`src/rtl/core/axis_exercise_sequencer_assert.svh`:
```
// Assertion macros used by the exercise sequencer top level.
`ifndef AXIS_EXERCISE_SEQUENCER_ASSERT_SVH
`define AXIS_EXERCISE_SEQUENCER_ASSERT_SVH

// Check that a condition holds at every rising clock edge outside reset.
`define AES_ASSERT_ALWAYS(label, clk, rst, cond) \
  label: assert property (@(posedge clk) disable iff (rst) (cond)) \
    else $error("%m: condition violated");

// Check that a condition in one cycle brings a consequence in the same cycle.
`define AES_ASSERT_IMPLIES(label, clk, rst, ante, cons) \
  label: assert property (@(posedge clk) disable iff (rst) (ante) |-> (cons)) \
    else $error("%m: implication violated");

// Check that a condition in one cycle brings a consequence in the next cycle.
`define AES_ASSERT_NEXT(label, clk, rst, ante, cons) \
  label: assert property (@(posedge clk) disable iff (rst) (ante) |=> (cons)) \
    else $error("%m: next-cycle implication violated");

`endif

```
`src/rtl/core/aes_pkg.sv`:
```
// Types, constants and phase tables of the exercise sequencer.
package aes_pkg;

  localparam int unsigned AXIS_COUNT   = 6;
  localparam int unsigned POS_W        = 16;
  localparam int unsigned TICK_W       = 8;
  localparam int unsigned COUNT_W      = 16;
  localparam int unsigned PHASE_W      = 5;
  localparam int unsigned PAIR_W       = 4;
  localparam int unsigned KEY_W        = 6;
  localparam int unsigned AXIS_IDX_W   = 3;
  localparam int unsigned HIST_DEPTH   = 3;
  localparam int unsigned IN_DATA_W    = TICK_W + AXIS_COUNT * POS_W;
  localparam int unsigned OUT_DATA_W   = 16;

  localparam logic [PHASE_W-1:0] PHASE_COUNT = 5'd24;
  localparam logic [PHASE_W-1:0] PHASE_LAST  = 5'd23;
  localparam logic [COUNT_W-1:0] COUNT_MAX   = 16'hFFFF;
  localparam logic [COUNT_W-1:0] STEP_INTERVAL_RESET = 16'd10;

  // Axis slots in the request payload.
  localparam logic [AXIS_IDX_W-1:0] AXIS_TABLE    = 3'd0;
  localparam logic [AXIS_IDX_W-1:0] AXIS_TUBE     = 3'd1;
  localparam logic [AXIS_IDX_W-1:0] AXIS_DETECTOR = 3'd2;
  localparam logic [AXIS_IDX_W-1:0] AXIS_SID      = 3'd3;
  localparam logic [AXIS_IDX_W-1:0] AXIS_BUCKY    = 3'd4;
  localparam logic [AXIS_IDX_W-1:0] AXIS_ANGLE    = 3'd5;

  // Move key codes.
  localparam logic [KEY_W-1:0] KEY_TABLE_UP    = 6'h32;
  localparam logic [KEY_W-1:0] KEY_TUBE_UP     = 6'h22;
  localparam logic [KEY_W-1:0] KEY_TUBE_DOWN   = 6'h20;
  localparam logic [KEY_W-1:0] KEY_DET_DOWN    = 6'h2c;
  localparam logic [KEY_W-1:0] KEY_DET_UP      = 6'h2e;
  localparam logic [KEY_W-1:0] KEY_SID_UP      = 6'h26;
  localparam logic [KEY_W-1:0] KEY_SID_DOWN    = 6'h24;
  localparam logic [KEY_W-1:0] KEY_BUCKY_UP    = 6'h36;
  localparam logic [KEY_W-1:0] KEY_BUCKY_DOWN  = 6'h34;
  localparam logic [KEY_W-1:0] KEY_ANGLE_UP    = 6'h2a;
  localparam logic [KEY_W-1:0] KEY_ANGLE_DOWN  = 6'h28;
  localparam logic [KEY_W-1:0] KEY_TABLE_DOWN  = 6'h30;
  localparam logic [KEY_W-1:0] KEY_NONE        = 6'h00;

  typedef struct packed {
    logic [AXIS_IDX_W-1:0] axis;
    logic [KEY_W-1:0]      key;
    logic                  rising;
  } pair_entry_t;

  typedef struct packed {
    logic [AXIS_COUNT-1:0][POS_W-1:0] pos;
    logic [TICK_W-1:0]                tick_count;
  } in_item_t;

  typedef struct packed {
    logic                  key_valid;
    logic [KEY_W-1:0]      key_code;
    logic [PHASE_W-1:0]    phase;
  } result_t;

  typedef struct packed {
    logic [PHASE_W-1:0]                  phase;
    logic [HIST_DEPTH-1:0][POS_W-1:0]    hist;
    logic [COUNT_W-1:0]                  count;
  } seq_state_t;

  function automatic pair_entry_t pair_lookup(input logic [PAIR_W-1:0] pair);
    pair_entry_t e;
    case (pair)
      4'd0:    e = '{AXIS_TABLE,    KEY_TABLE_UP,   1'b1};
      4'd1:    e = '{AXIS_TUBE,     KEY_TUBE_UP,    1'b1};
      4'd2:    e = '{AXIS_TUBE,     KEY_TUBE_DOWN,  1'b0};
      4'd3:    e = '{AXIS_DETECTOR, KEY_DET_DOWN,   1'b0};
      4'd4:    e = '{AXIS_DETECTOR, KEY_DET_UP,     1'b1};
      4'd5:    e = '{AXIS_SID,      KEY_SID_UP,     1'b1};
      4'd6:    e = '{AXIS_SID,      KEY_SID_DOWN,   1'b0};
      4'd7:    e = '{AXIS_BUCKY,    KEY_BUCKY_UP,   1'b1};
      4'd8:    e = '{AXIS_BUCKY,    KEY_BUCKY_DOWN, 1'b0};
      4'd9:    e = '{AXIS_ANGLE,    KEY_ANGLE_UP,   1'b1};
      4'd10:   e = '{AXIS_ANGLE,    KEY_ANGLE_DOWN, 1'b0};
      4'd11:   e = '{AXIS_TABLE,    KEY_TABLE_DOWN, 1'b0};
      default: e = '{AXIS_TABLE,    KEY_NONE,       1'b0};
    endcase
    return e;
  endfunction

endpackage

```
`src/rtl/core/aes_step.sv`:
```
// Single-pass step logic: interval count, phase advance and sample history.
module aes_step (
  input  aes_pkg::seq_state_t       state,
  input  aes_pkg::in_item_t         item,
  input  logic [15:0]               step_interval,
  output aes_pkg::seq_state_t       state_next,
  output aes_pkg::result_t          result
);
  import aes_pkg::*;

  logic [COUNT_W:0]     sum;
  logic [COUNT_W-1:0]   count_sat;
  logic                 act;
  logic [PAIR_W-1:0]    pair;
  pair_entry_t          entry;
  logic [POS_W-1:0]     reading;
  logic [POS_W:0]       mean_sum;
  logic [POS_W-1:0]     mean;
  logic                 done;

  assign sum       = {1'b0, state.count} + {{(COUNT_W + 1 - TICK_W){1'b0}}, item.tick_count};
  assign count_sat = sum[COUNT_W] ? COUNT_MAX : sum[COUNT_W-1:0];
  assign act       = count_sat >= step_interval;
  assign pair      = state.phase[PHASE_W-1:1];
  assign entry     = pair_lookup(pair);
  assign reading   = item.pos[entry.axis];
  assign mean_sum  = {1'b0, state.hist[0]} + {1'b0, state.hist[1]};
  assign mean      = mean_sum[POS_W:1];
  assign done      = entry.rising ? (reading >= mean) : (reading <= mean);

  always_comb begin
    state_next       = state;
    result.key_valid = 1'b0;
    result.key_code  = KEY_NONE;
    state_next.count = act ? '0 : count_sat;
    if (act && (state.phase < PHASE_COUNT)) begin
      if (!state.phase[0]) begin
        result.key_valid   = 1'b1;
        result.key_code    = entry.key;
        state_next.hist[0] = reading;
        state_next.hist[1] = reading;
        state_next.phase   = state.phase + 5'd1;
      end else begin
        state_next.hist[2] = state.hist[1];
        state_next.hist[1] = state.hist[0];
        state_next.hist[0] = reading;
        if (done) begin
          state_next.phase = (state.phase == PHASE_LAST) ? '0 : state.phase + 5'd1;
        end
      end
    end
    result.phase = state_next.phase;
  end

endmodule

```
`src/rtl/core/axis_exercise_sequencer.sv`:
```
// Top level of the exercise sequencer: request register, step logic, result register.
//
//  channel   | direction | handshake                    | payload
//  ----------+-----------+------------------------------+-----------------------------------
//  s_axis    | in        | s_axis_tvalid / s_axis_tready| tick_count, six axis positions
//  m_axis    | out       | m_axis_tvalid / m_axis_tready| key_code, phase; tuser key_valid
//  cfg       | in        | cfg_we                       | step_interval
//
//  One request per cycle while the result is not stalled; each passes from acceptance to
//  result through the request register, then the result register, with the single step logic stage between them.
//  Reset (rst, synchronous) clears phase, history and count and loads step_interval 10.
//  A stalled result holds both registers; a new request is still taken while the
//  request register is empty or moving on.
`include "axis_exercise_sequencer_assert.svh"

module axis_exercise_sequencer (
  input  logic         clk,
  input  logic         rst,
  input  logic         s_axis_tvalid,
  output logic         s_axis_tready,
  // [7:0] tick_count, [23:8] table_pos, [39:24] tube_pos, [55:40] detector_pos,
  // [71:56] sid_pos, [87:72] bucky_pos, [103:88] angle_pos
  input  logic [103:0] s_axis_tdata,
  output logic         m_axis_tvalid,
  input  logic         m_axis_tready,
  // [5:0] key_code, [10:6] phase, [15:11] zero
  output logic [15:0]  m_axis_tdata,
  // [0] key_valid
  output logic         m_axis_tuser,
  input  logic         cfg_we,
  input  logic [15:0]  cfg_wdata
);
  import aes_pkg::*;

  logic                in_valid;
  in_item_t            in_item;
  seq_state_t          state;
  seq_state_t          state_next;
  result_t             step_result;
  result_t             out_item;
  logic                out_valid;
  logic [COUNT_W-1:0]  step_interval;
  logic                advance;

  assign advance       = in_valid && (!out_valid || m_axis_tready);
  assign s_axis_tready = !in_valid || advance;

  aes_step u_step (
    .state         (state),
    .item          (in_item),
    .step_interval (step_interval),
    .state_next    (state_next),
    .result        (step_result)
  );

  always_ff @(posedge clk) begin
    if (rst) begin
      step_interval <= STEP_INTERVAL_RESET;
    end else if (cfg_we) begin
      step_interval <= cfg_wdata;
    end
  end

  // Request register.
  always_ff @(posedge clk) begin
    if (rst) begin
      in_valid <= 1'b0;
    end else if (s_axis_tready) begin
      in_valid <= s_axis_tvalid;
    end
  end

  always_ff @(posedge clk) begin
    if (s_axis_tvalid && s_axis_tready) begin
      in_item.tick_count <= s_axis_tdata[TICK_W-1:0];
      for (int i = 0; i < AXIS_COUNT; i++) begin
        in_item.pos[i] <= s_axis_tdata[TICK_W + i*POS_W +: POS_W];
      end
    end
  end

  // Sequencer state.
  always_ff @(posedge clk) begin
    if (rst) begin
      state <= '0;
    end else if (advance) begin
      state <= state_next;
    end
  end

  // Result register.
  always_ff @(posedge clk) begin
    if (rst) begin
      out_valid <= 1'b0;
    end else if (advance) begin
      out_valid <= 1'b1;
    end else if (m_axis_tready) begin
      out_valid <= 1'b0;
    end
  end

  always_ff @(posedge clk) begin
    if (advance) begin
      out_item <= step_result;
    end
  end

  assign m_axis_tvalid = out_valid;
  assign m_axis_tuser  = out_item.key_valid;
  assign m_axis_tdata  = {{(OUT_DATA_W - KEY_W - PHASE_W){1'b0}}, out_item.phase,
                          out_item.key_code};

  `AES_ASSERT_ALWAYS(a_phase_range, clk, rst, state.phase < PHASE_COUNT)
  `AES_ASSERT_NEXT(a_result_drains, clk, rst, out_valid && m_axis_tready && !advance, !out_valid)
  `AES_ASSERT_IMPLIES(a_key_odd_phase, clk, rst, out_valid && out_item.key_valid, out_item.key_code != KEY_NONE && out_item.phase[0])
  `AES_ASSERT_IMPLIES(a_no_key_zero, clk, rst, out_valid && !out_item.key_valid, out_item.key_code == KEY_NONE)

endmodule

```
`config.mk`:
```
export PLATFORM = sky130hd
export DESIGN_NAME = axis_exercise_sequencer
export DESIGN_NICKNAME = d
export VERILOG_FILES = /design/src/rtl/core/aes_pkg.sv /design/src/rtl/core/aes_step.sv /design/src/rtl/core/axis_exercise_sequencer.sv
export VERILOG_INCLUDE_DIRS = /design/src /design/src/rtl/core
export SDC_FILE = /design/constraint.sdc
export NUM_CORES = 1
export LEC_CHECK = 0
export ABC_AREA = 1
export BUFFER_PORTS_ARGS = -buffer_cell sky130_fd_sc_hd__buf_2
export CORE_MARGIN = 2
export CORE_UTILIZATION = 57
export DETAILED_ROUTE_END_ITERATION = 10
export GPL_TIMING_DRIVEN = 0
export HOLD_SLACK_MARGIN = 0.1
export PLACE_DENSITY_LB_ADDON = 0.12
export SYNTH_ARGS = -nofsm -noshare
export SYNTH_HDL_FRONTEND = slang
export SYNTH_SLANG_ARGS = --single-unit
```
`constraint.sdc`:
```
create_clock -name clk -period 5.5 [get_ports clk]
set_input_delay 1.1 -clock clk [delete_from_list [all_inputs] [get_ports clk]]
set_output_delay 1.1 -clock clk [all_outputs]
set_load 0.01 [all_outputs]
```
==> impl_metrics.yaml, run 1 <==
outcome:
  status: "completed"
logic_synthesis:
  synth_edf_count: 115
  synth_compound_area_share_pct: 14.3
  synth_xor_area_share_pct: 2.03
  yosysSeqAreaShare_pct: 53.0
  ys_ff_latch: 194
  synth_mux_area_share_pct: 0
  synthAdderAreaFrac_pct: 8.45
  yosysTopAreaCellShare_pct: 36.3
  synth.distinct_cells: 50
  syn_avg_cell_area_um2: 9.39
  yosysTopAreaCell: "edfxtp_1"
  synthFlopType: "edfxtp_1"
  synth_simple_gate_area_share_pct: 16.3
  yosys_warnings: 0
  async_flop_share_pct: 0
  netlist_top_cells_area: "edfxtp_1 (36%), dfxtp_1 (17%), ha_1 (8.0%)"
  synth_top_family_by_area: "simple AND/OR/NAND/NOR gates"
  postSynthCellCount: 1012
  synthesis.area_um2: 9500
cts:
  cts_root_buf: "clkbuf_16"
  cts_buffers: 17
  htreeDepth: 4
  cts_hold_buf: 0
  cts.reportedPaths.clkPinSlew_ns: 0.08
  cts.sink_count: 194
  cts_tree: "built"
  cts_setup_buffers: 0
  clock_latency_ns: 0.44
  ctsResizeCount: 0
  clockBufferDepth: 2
routing:
  vias: 7538
  vias_per_cell: 5.35
  ant_nets: 0
  post_drt_wl_per_cell_um: 15.2
  first_iter_violations: 529
  dr.pass1.iters: 5
  drt-total-wl_um: 21400
  drc_errors: 0
sta:
  timing.final.crit_share_pct: 83.3
  fmax_ghz: 0.218
  rsz0062_at_grt: "no"
  maxSlewViolCount: 0
  worstMarginPinSlew_ns: 0.631
  setup_viol: 0
  period_needed_ns: 4.58
  hold_viol_final: 0
  maxSlewHeadroom_pct: 57.9
  worst_hold_slack_ns: 0.469
  skew_ns: 0.0104
  setup_slack_ns: 0.919
  tns_ns: 0
critical_path:
  path_max_fanout: 4
  cp-end-kind: "flop"
  start_kind: "flop"
  cp.buffers_inverters: 4
  crit_type: "reg2reg"
  cp_top_family: "compound AO/OA/AOI/OAI gates"
  cpMostUsedCell: "nand2_1"
  max_stage_delay_ns: 0.47
  critPathRequiredTime_ns: 5.84
  slowest_stage: "fa_1"
  worstPathArrival_ns: 4.92
power:
  irDropWorstVdd_mv: 0.242
  p_per_area_nw_per_um2: 313
  p_leak_nw: 4.82
die:
  io-pin-count: 144
  die_area_um2: 17700
  row_count: 47
  floorplan.initialDensity_pct: 57.7
  die_h_um: 133
  coreArea_um2: 16500
  die_x_um: 133
place:
  gp_congestion: 0.862
  hpwl_um: 16300
  io_buffers: 137
  pre_cts_slack_ns: 0.957
cells_and_area:
  fillCellCount: 1300
  drive_gt1_share_pct: 19.0
  nNetsFinal: 1362
  area_delta_synth_final_pct: 17.2
global_routing:
  grt_overflow_total: 0
  grt_pass1_vias: 7216
  grtUsageTotal_pct: 25.0
  antenna_found_initial: 1
  grt_max_degree: 74
  grt_pass1_wl_um: 34500
job:
  maxCapViolCount: 0
min_path:
  hold_path_class: "reg2reg"
==> metal layers <==
metal  GRT usage (%)  routed length, µm  vias to the layer above  share of wire, %
met1            33.1               9570                     3460                45
li1                -                  -                     3828                 -
met5               0                  0                        -                 0
met4            5.02                212                        0              0.99
met3            6.20               1400                       18               6.6
met2            42.1              10200                      232                48
==> power breakdown <==
part | leakage (nW) | total [W] | switching (W) | internal (W)
Sequential | 1.77 | 0.00166 | 0.0000311 | 0.00163
Combinational | 2.75 | 0.000570 | 0.000365 | 0.000205
Clock | 0.302 | 0.00126 | 0.000629 | 0.000627
==> synth_stat cells, drive strengths merged (2+ instances only) <==
master	instances
nor3	10
a211oi	4
o21bai	2
o211ai	2
buf	20
o32ai	16
nand3	38
fa	2
nor4	3
inv	91
a22oi	11
a21oi	66
clkbuf	23
nand2	162
or2	4
xnor2	4
o21ai	116
edfxtp	115
xor2	18
a31oi	17
nand4	6
ha	61
dfxtp	79
nor2	132
a21o	2
==> registers in the layout, summed over array words and instances (netlist names) <==
name,count
in_item,104
in_valid,1
m_axis_tdata,10
m_axis_tuser,1
m_axis_tvalid,1
state,53
step_interval,16
u_step.entry,8
==> layout make-up <==
class                      count  area (µm²)  area share, %
buffer                        43         205           1.84
inverter                      92         355           3.19
clock inverter                15         198           1.77
timing repair buffer         138         713           6.40
clock buffer                  17         425           3.82
antenna                        1        2.50         0.0225
tap                          220         275           2.47
sequential                   194        5030           45.2
multi-input combinational    688        3930           35.3
==> placed cells by master, fill, tap and decap left out, types with 7 or more instances in the layout <==
cell,instances
o21ai_1,21
buf_2,147
nor3_1,7
nand3_1,31
inv_1,82
nand3_2,7
ha_1,61
a21oi_1,65
o32ai_1,16
clkbuf_1,22
inv_2,7
edfxtp_1,115
nor2_1,130
dfxtp_1,79
clkbuf_16,17
buf_4,8
xor2_1,18
a22oi_1,11
o21ai_0,95
nand2_1,152
a31oi_1,17
==> through the flow <==
| step | area (µm²) | total power, W | cells | util [%] |
|---|---|---|---|---|
| 6_report | 11100 | 0.00348 | 1408 | 67.7 |
| 5_1_grt | 11100 | 0.00364 | 1408 | 67.7 |
| 4_1_cts | 11100 | 0.00350 | 1407 | 67.6 |
| 3_5_place_dp | 10500 | 0.00225 | 1375 | 63.9 |
| 3_3_place_gp | 10500 | 0.00224 | 1374 | 63.7 |
| 2_1_floorplan | 9520 | 0.00207 | 1017 | - |
==> tightest hold or removal path, delay by kind of cell, from the launching register on <==
family / cells / cell delay (ns)
compound gates: 1 / 0.06
buf+inv: 1 / 0.06
flops: 1 / 0.30
==> cell families after synthesis <==
group,after synthesis
XOR/XNOR,22
adder cells (fa/ha/maj),63
buffers and inverters,135
other,1
AND/OR/NAND/NOR,356
AO/OA/AOI/OAI,241
flip-flops,194
==> path summary, 6_finish.rpt <==
kind / startpoint / endpoint / slack, ns / depth (start not counted)
setup reg to reg: state[17]$_SDFFE_PP0P_ / u_step.entry[3]$_DFF_P_ / 0.92 / 28
hold reg to reg: step_interval[5]$_SDFFE_PP0P_ / step_interval[5]$_SDFFE_PP0P_ / 0.47 / 2
hold / removal: step_interval[5]$_SDFFE_PP0P_ / step_interval[5]$_SDFFE_PP0P_ / 0.47 / 2
setup / recovery: state[17]$_SDFFE_PP0P_ / u_step.entry[3]$_DFF_P_ / 0.92 / 28
(Power assumes the default switching activity.)
==> run 2: changes to the inputs <==
--- a/config.mk
+++ b/config.mk
@@ -9,7 +9,7 @@
 export ABC_AREA = 1
 export BUFFER_PORTS_ARGS = -buffer_cell sky130_fd_sc_hd__buf_2
 export CORE_MARGIN = 2
-export CORE_UTILIZATION = 57
+export CORE_UTILIZATION = 52
 export DETAILED_ROUTE_END_ITERATION = 10
 export GPL_TIMING_DRIVEN = 0
 export HOLD_SLACK_MARGIN = 0.1
==> constraint.sdc (replaced) <==
create_clock -name clk -period 3.96 [get_ports clk]
set_input_delay 0.792 -clock clk [delete_from_list [all_inputs] [get_ports clk]]
set_output_delay 0.792 -clock clk [all_outputs]
set_load 0.01 [all_outputs]
==> impl_metrics.yaml, run 2 (synthesized netlist as in run 1, its figures left out) <==
critical_path:
  worstPathArrival_ns: 4.60
  cpMostUsedCell: "nand2_1"
  cp-end-kind: "flop"
  r2r_start: "in_item[2]$_DFFE_PP_"
  path_max_fanout: 6
  crit_type: "reg2reg"
  regToRegSetupSlack_ns: -0.30
  r2r_end: "u_step.entry[8]$_SDFF_PP0_"
  start_kind: "flop"
  rr_worst_depth: 31
  slowest_stage: "edfxtp_1"
  max_stage_delay_ns: 0.43
  critPathRequiredTime_ns: 4.30
die:
  die_x_um: 139
  die_area_um2: 19400
  coreArea_um2: 18000
  floorplan.initialDensity_pct: 52.9
  die_h_um: 139
  row_count: 49
  io-pin-count: 144
sta:
  setup_viol: 8
  fmax_ghz: 0.235
  skew_ns: 0.0123
  setup_slack_ns: -0.304
  period_needed_ns: 4.26
  rsz0062_at_grt: "yes"
  worst_hold_slack_ns: 0.475
  timing.final.crit_share_pct: 108
  tns_ns: -1.80
  hold_viol_final: 0
  worstMarginPinSlew_ns: 0.752
  maxSlewViolCount: 0
  maxSlewHeadroom_pct: 49.9
cells_and_area:
  largest_register_ffs: 104
  fillCellCount: 1439
  stdcell_area_um2: 11900
  nNetsFinal: 1406
  drive_gt1_share_pct: 26.9
  area_delta_synth_final_pct: 24.9
  mostFrequentLayoutCell: "nand2_1"
  final_cell_mix: "nand2_1 (145), buf_2 (144), nor2_1 (130)"
  fin_cells: 1461
  largestRegisters: "in_item x104, state x53, step_interval x16"
  regMostFlops: "in_item"
routing:
  ant_nets: 0
  drt-total-wl_um: 23900
  first_iter_violations: 511
  dr.pass1.iters: 5
  post_drt_wl_per_cell_um: 16.4
  vias: 7943
  drc_errors: 0
  vias_per_cell: 5.44
place:
  hpwl_um: 16000
  io_buffers: 137
  gp_congestion: 0.875
  dp.cells: 1384
  placed_cell_area_um2: 10500
cts:
  cts.reportedPaths.clkPinSlew_ns: 0.07
  cts_tree: "built"
  cts.sink_count: 194
  cts_buffers: 17
  htreeDepth: 4
  clockBufferDepth: 2
  clock_latency_ns: 0.43
  cts_root_buf: "clkbuf_16"
  cts_hold_buf: 0
global_routing:
  grt_pass1_vias: 7437
  grt_overflow_total: 0
  grt_max_degree: 58
  antenna_found_initial: 1
  grtUsageTotal_pct: 24.5
  grt_pass1_wl_um: 37200
min_path:
  hold_depth: 2
  hp-start: "step_interval[10]$_SDFFE_PP0P_"
  hold_path_class: "reg2reg"
  min_delay_worst_endpoint: "step_interval[10]$_SDFFE_PP0P_"
outcome:
  status: "complete, but fails checks"
  violations: "setup timing"
power:
  p_per_area_nw_per_um2: 406
  p_leak_nw: 5.07
  irDropWorstVdd_mv: 0.312
job:
  maxCapViolCount: 0
[run 2: cell count changes in the layout (fill, tap and decap cells not counted), sizes merged]
cell / change
clkinvlp: +4
inv: -1
clkbuf: +1
buf: +43
clkinv: -3
[run 2: worst max-delay path, delay by kind of cell, from the launching register on]
| kind | cells | cell delay (ns) |
|---|---|---|
| AO/OA/AOI/OAI | 4 | 0.54 |
| buffers and inverters | 4 | 0.38 |
| adder cells (fa/ha/maj) | 3 | 0.72 |
| AND/OR/NAND/NOR | 20 | 2.07 |
| flip-flops | 1 | 0.43 |
[run 2: cell type report]
| cell class | count | area (µm²) | share of cell area, % |
|---|---|---|---|
| inverters | 92 | 363 | 3.06 |
| clock inverters | 15 | 124 | 1.04 |
| diodes | 1 | 2.50 | 0.0211 |
| well taps | 229 | 287 | 2.41 |
| clock buffers | 17 | 425 | 3.58 |
| multi-input cells | 688 | 4340 | 36.5 |
| repair buffers | 182 | 1070 | 9.04 |
| flip-flops and latches | 194 | 5040 | 42.5 |
| plain buffers | 43 | 219 | 1.84 |
[run 2: worst max-delay path by stage]
stage / start / end / depth (start not counted)
5_1_grt: in_item[2]$_DFFE_PP_ / u_step.entry[8]$_SDFF_PP0_ / 31
4_1_cts: in_item[0]$_DFFE_PP_ / u_step.entry[2]$_DFF_P_ / 29
3_3_place_gp: state[17]$_SDFFE_PP0P_ / u_step.entry[8]$_SDFF_PP0_ / 27
2_1_floorplan: state[17]$_SDFFE_PP0P_ / u_step.entry[3]$_DFF_P_ / 28
6_report: in_item[2]$_DFFE_PP_ / u_step.entry[8]$_SDFF_PP0_ / 31
3_5_place_dp: state[17]$_SDFFE_PP0P_ / u_step.entry[8]$_SDFF_PP0_ / 27
[run 2: where the power goes]
group / internal (W) / switching [W]
Sequential: 0.00226 / 0.0000483
Combinational: 0.000333 / 0.000555
Clock: 0.000822 / 0.000806
Total: 0.00341 / 0.00141
[run 2: timing repair]
item / CTS / global route
gates resized for setup: 62 / 40
buffers inserted: 36 / 9
setup endpoints to repair: 9 / 54
pin swaps: 32 / 29
[run 2: per-layer routing]
layer / share of wire [%] / up-vias / routed length [µm] / track usage [%]
met1: 42 / 3684 / 10200 / 31.3
met4: 4.0 / 0 / 954 / 12.3
met3: 6.5 / 62 / 1560 / 4.80
met2: 47 / 303 / 11300 / 39.9
li1: - / 3894 / - / -
met5: 0 / - / 0 / 0
[run 2: through the flow]
stage	setup slack (ns)	utilization [%]	power [W]
finish	-0.304	66.1	0.00482
global route	-0.498	66.1	0.00504
CTS	-0.154	64.8	0.00479
detailed placement	-0.699	58.6	0.00314
global placement	-0.668	58.4	0.00313
floorplan	0.0678	-	0.00287
==> run 3: changes to the inputs <==
--- a/config.mk
+++ b/config.mk
@@ -9,7 +9,7 @@
 export ABC_AREA = 1
 export BUFFER_PORTS_ARGS = -buffer_cell sky130_fd_sc_hd__buf_2
 export CORE_MARGIN = 2
-export CORE_UTILIZATION = 52
+export CORE_UTILIZATION = 40
 export DETAILED_ROUTE_END_ITERATION = 10
 export GPL_TIMING_DRIVEN = 0
 export HOLD_SLACK_MARGIN = 0.1
==> impl_metrics.yaml, run 3 (synthesized netlist as in run 1, its figures left out) <==
global_routing:
  gr-usage-met1_pct: 25.1
  met2_usage_pct: 35.5
  grt_pass1_vias: 7696
  grt_pass1_wl_um: 38800
  busiest_layer: "met2"
  grtUsageTotal_pct: 20.3
  grt_overflow_total: 0
  antenna_found_initial: 3
  grt_max_degree: 63
  use_met3_pct: 4.49
place:
  placed_cell_area_um2: 10600
  io_buffers: 137
  dp.cells: 1474
  hpwl_um: 17100
  gp_congestion: 0.892
cts:
  clockBufferDepth: 2
  cts_buffers: 17
  cts_tree: "built"
  cts_root_buf: "clkbuf_16"
  htreeDepth: 4
  cts.sink_count: 194
  clock_latency_ns: 0.44
  cts.reportedPaths.clkPinSlew_ns: 0.08
routing:
  drc_errors: 0
  drt-total-wl_um: 24800
  ant_nets: 0
  vias: 7735
  first_iter_violations: 458
  vias_per_cell: 5.03
  post_drt_wl_per_cell_um: 16.1
  dr.pass1.iters: 5
critical_path:
  crit_type: "reg2reg"
  cp-end-kind: "flop"
  start_kind: "flop"
  cp_top_family: "compound AO/OA/AOI/OAI gates"
  path_max_fanout: 3
  critPathRequiredTime_ns: 4.30
  cp.buffers_inverters: 4
  max_stage_delay_ns: 0.42
  slowest_stage: "fa_2"
  worstPathArrival_ns: 4.49
  cpMostUsedCell: "o21ai_2"
power:
  clock_power_share_pct: 35.4
  power_frac_seq_pct: 46.0
  irDropWorstVdd_mv: 0.279
  p_leak_nw: 5.04
  p_switching_w: 0.00153
  switching_share_pct: 30.5
  comb_power_share_pct: 18.6
  p_per_area_nw_per_um2: 416
  p_int_w: 0.00349
sta:
  rsz0062_at_grt: "yes"
  fmax_ghz: 0.241
  maxSlewViolCount: 0
  setup_slack_ns: -0.186
  worst_hold_slack_ns: 0.470
  timing.final.crit_share_pct: 105
  maxSlewHeadroom_pct: 52.5
  period_needed_ns: 4.15
  hold_viol_final: 0
  setup_viol: 8
  worstMarginPinSlew_ns: 0.713
  skew_ns: 0.0160
outcome:
  status: "complete, but fails checks"
  violations: "setup timing"
cells_and_area:
  mostFrequentLayoutCell: "buf_2"
  drive_gt1_share_pct: 27.1
  largest_register_ffs: 104
  largestRegisters: "in_item x104, state x53, step_interval x16"
  final_cell_mix: "buf_2 (144), nand2_1 (141), nor2_1 (128)"
  regMostFlops: "in_item"
  final_core_util_pct: 51.4
  area_delta_synth_final_pct: 26.7
  fin_cells: 1537
  nNetsFinal: 1391
  fillCellCount: 2265
  stdcell_area_um2: 12000
die:
  io-pin-count: 144
  die_h_um: 158
  die_x_um: 158
  die_area_um2: 25000
  row_count: 56
  floorplan.initialDensity_pct: 40.6
  coreArea_um2: 23400
job:
  maxCapViolCount: 0
min_path:
  hold_path_class: "reg2reg"
run 3: changes by cell type in the layout (fill, tap and decap cells not counted), moves of 3 or more:
cell        change
buf_4          -13
clkinv_4        -3
clkinv_8        +7
clkinvlp_4      -4
nand2_1         -4
o21ai_0         -3
o21ai_2         +3
run 3: power groups by stage:
stage | combinational [W] | clock [W] | sequential (W)
6_report | 0.000931 | 0.00177 | 0.00231
5_1_grt | 0.00104 | 0.00191 | 0.00232
4_1_cts | 0.000883 | 0.00182 | 0.00230
3_5_place_dp | 0.000805 | 0 | 0.00235
3_3_place_gp | 0.000793 | 0 | 0.00235
2_1_floorplan | 0.000530 | 0 | 0.00234
run 3: timing repair:
| item | CTS | global route |
|---|---|---|
| resized for setup | 68 | 60 |
| pin swaps | 32 | 38 |
| buffers inserted | 27 | 9 |
| hold buffers | 0 | 0 |
| endpoints found under the hold margin | 0 | 0 |
| endpoints found under the setup margin | 26 | 63 |
run 3: final cells by class:
| type | count | area [µm²] | share of cell area, % |
|---|---|---|---|
| multi-input cells | 688 | 4430 | 36.8 |
| flip-flops and latches | 194 | 5040 | 41.9 |
| plain buffers | 42 | 215 | 1.79 |
| repair buffers | 168 | 961 | 7.98 |
| clock buffers | 17 | 425 | 3.53 |
| inverters | 92 | 370 | 3.08 |
| diodes | 2 | 5.00 | 0.0416 |
| well taps | 319 | 399 | 3.31 |
| clock inverters | 15 | 195 | 1.62 |
run 3: final timing paths:
| kind | slack, ns | cells past startpoint | start | endpoint |
|---|---|---|---|---|
| setup reg to reg | -0.19 | 28 | state[16]$_SDFFE_PP0P_ | u_step.entry[8]$_SDFF_PP0_ |
| hold / removal | 0.47 | 2 | step_interval[7]$_SDFFE_PP0P_ | step_interval[7]$_SDFFE_PP0P_ |
| hold reg to reg | 0.47 | 2 | step_interval[7]$_SDFFE_PP0P_ | step_interval[7]$_SDFFE_PP0P_ |
| setup / recovery | -0.19 | 28 | state[16]$_SDFFE_PP0P_ | u_step.entry[8]$_SDFF_PP0_ |
run 3: per-layer routing:
metal / wire [µm] / vias to the layer above
li1: - / 3876
met1: 11000 / 3631
met2: 12200 / 194
met3: 1200 / 30
met4: 410 / 4
met5: 27 / -
run 3: metrics by stage:
stage / total power (W) / worst slack [ns] / setup TNS [ns]
global placement: 0.00315 / -0.805 / -61.82
global route: 0.00527 / -0.452 / -7.13
detailed placement: 0.00315 / -0.829 / -4.89
finish: 0.00501 / -0.186 / -0.963
CTS: 0.00501 / -0.159 / -0.785
floorplan: 0.00287 / 0.0678 / 0
run 3: worst register-to-register path: cells and delay by family (launching register included):
family          cells  cell delay [ns]
fa+ha+maj           3             0.83
compound gates     10             1.42
simple gates       10             0.92
buf+inv             4             0.38
flops               1             0.35
xor+xnor            1             0.16
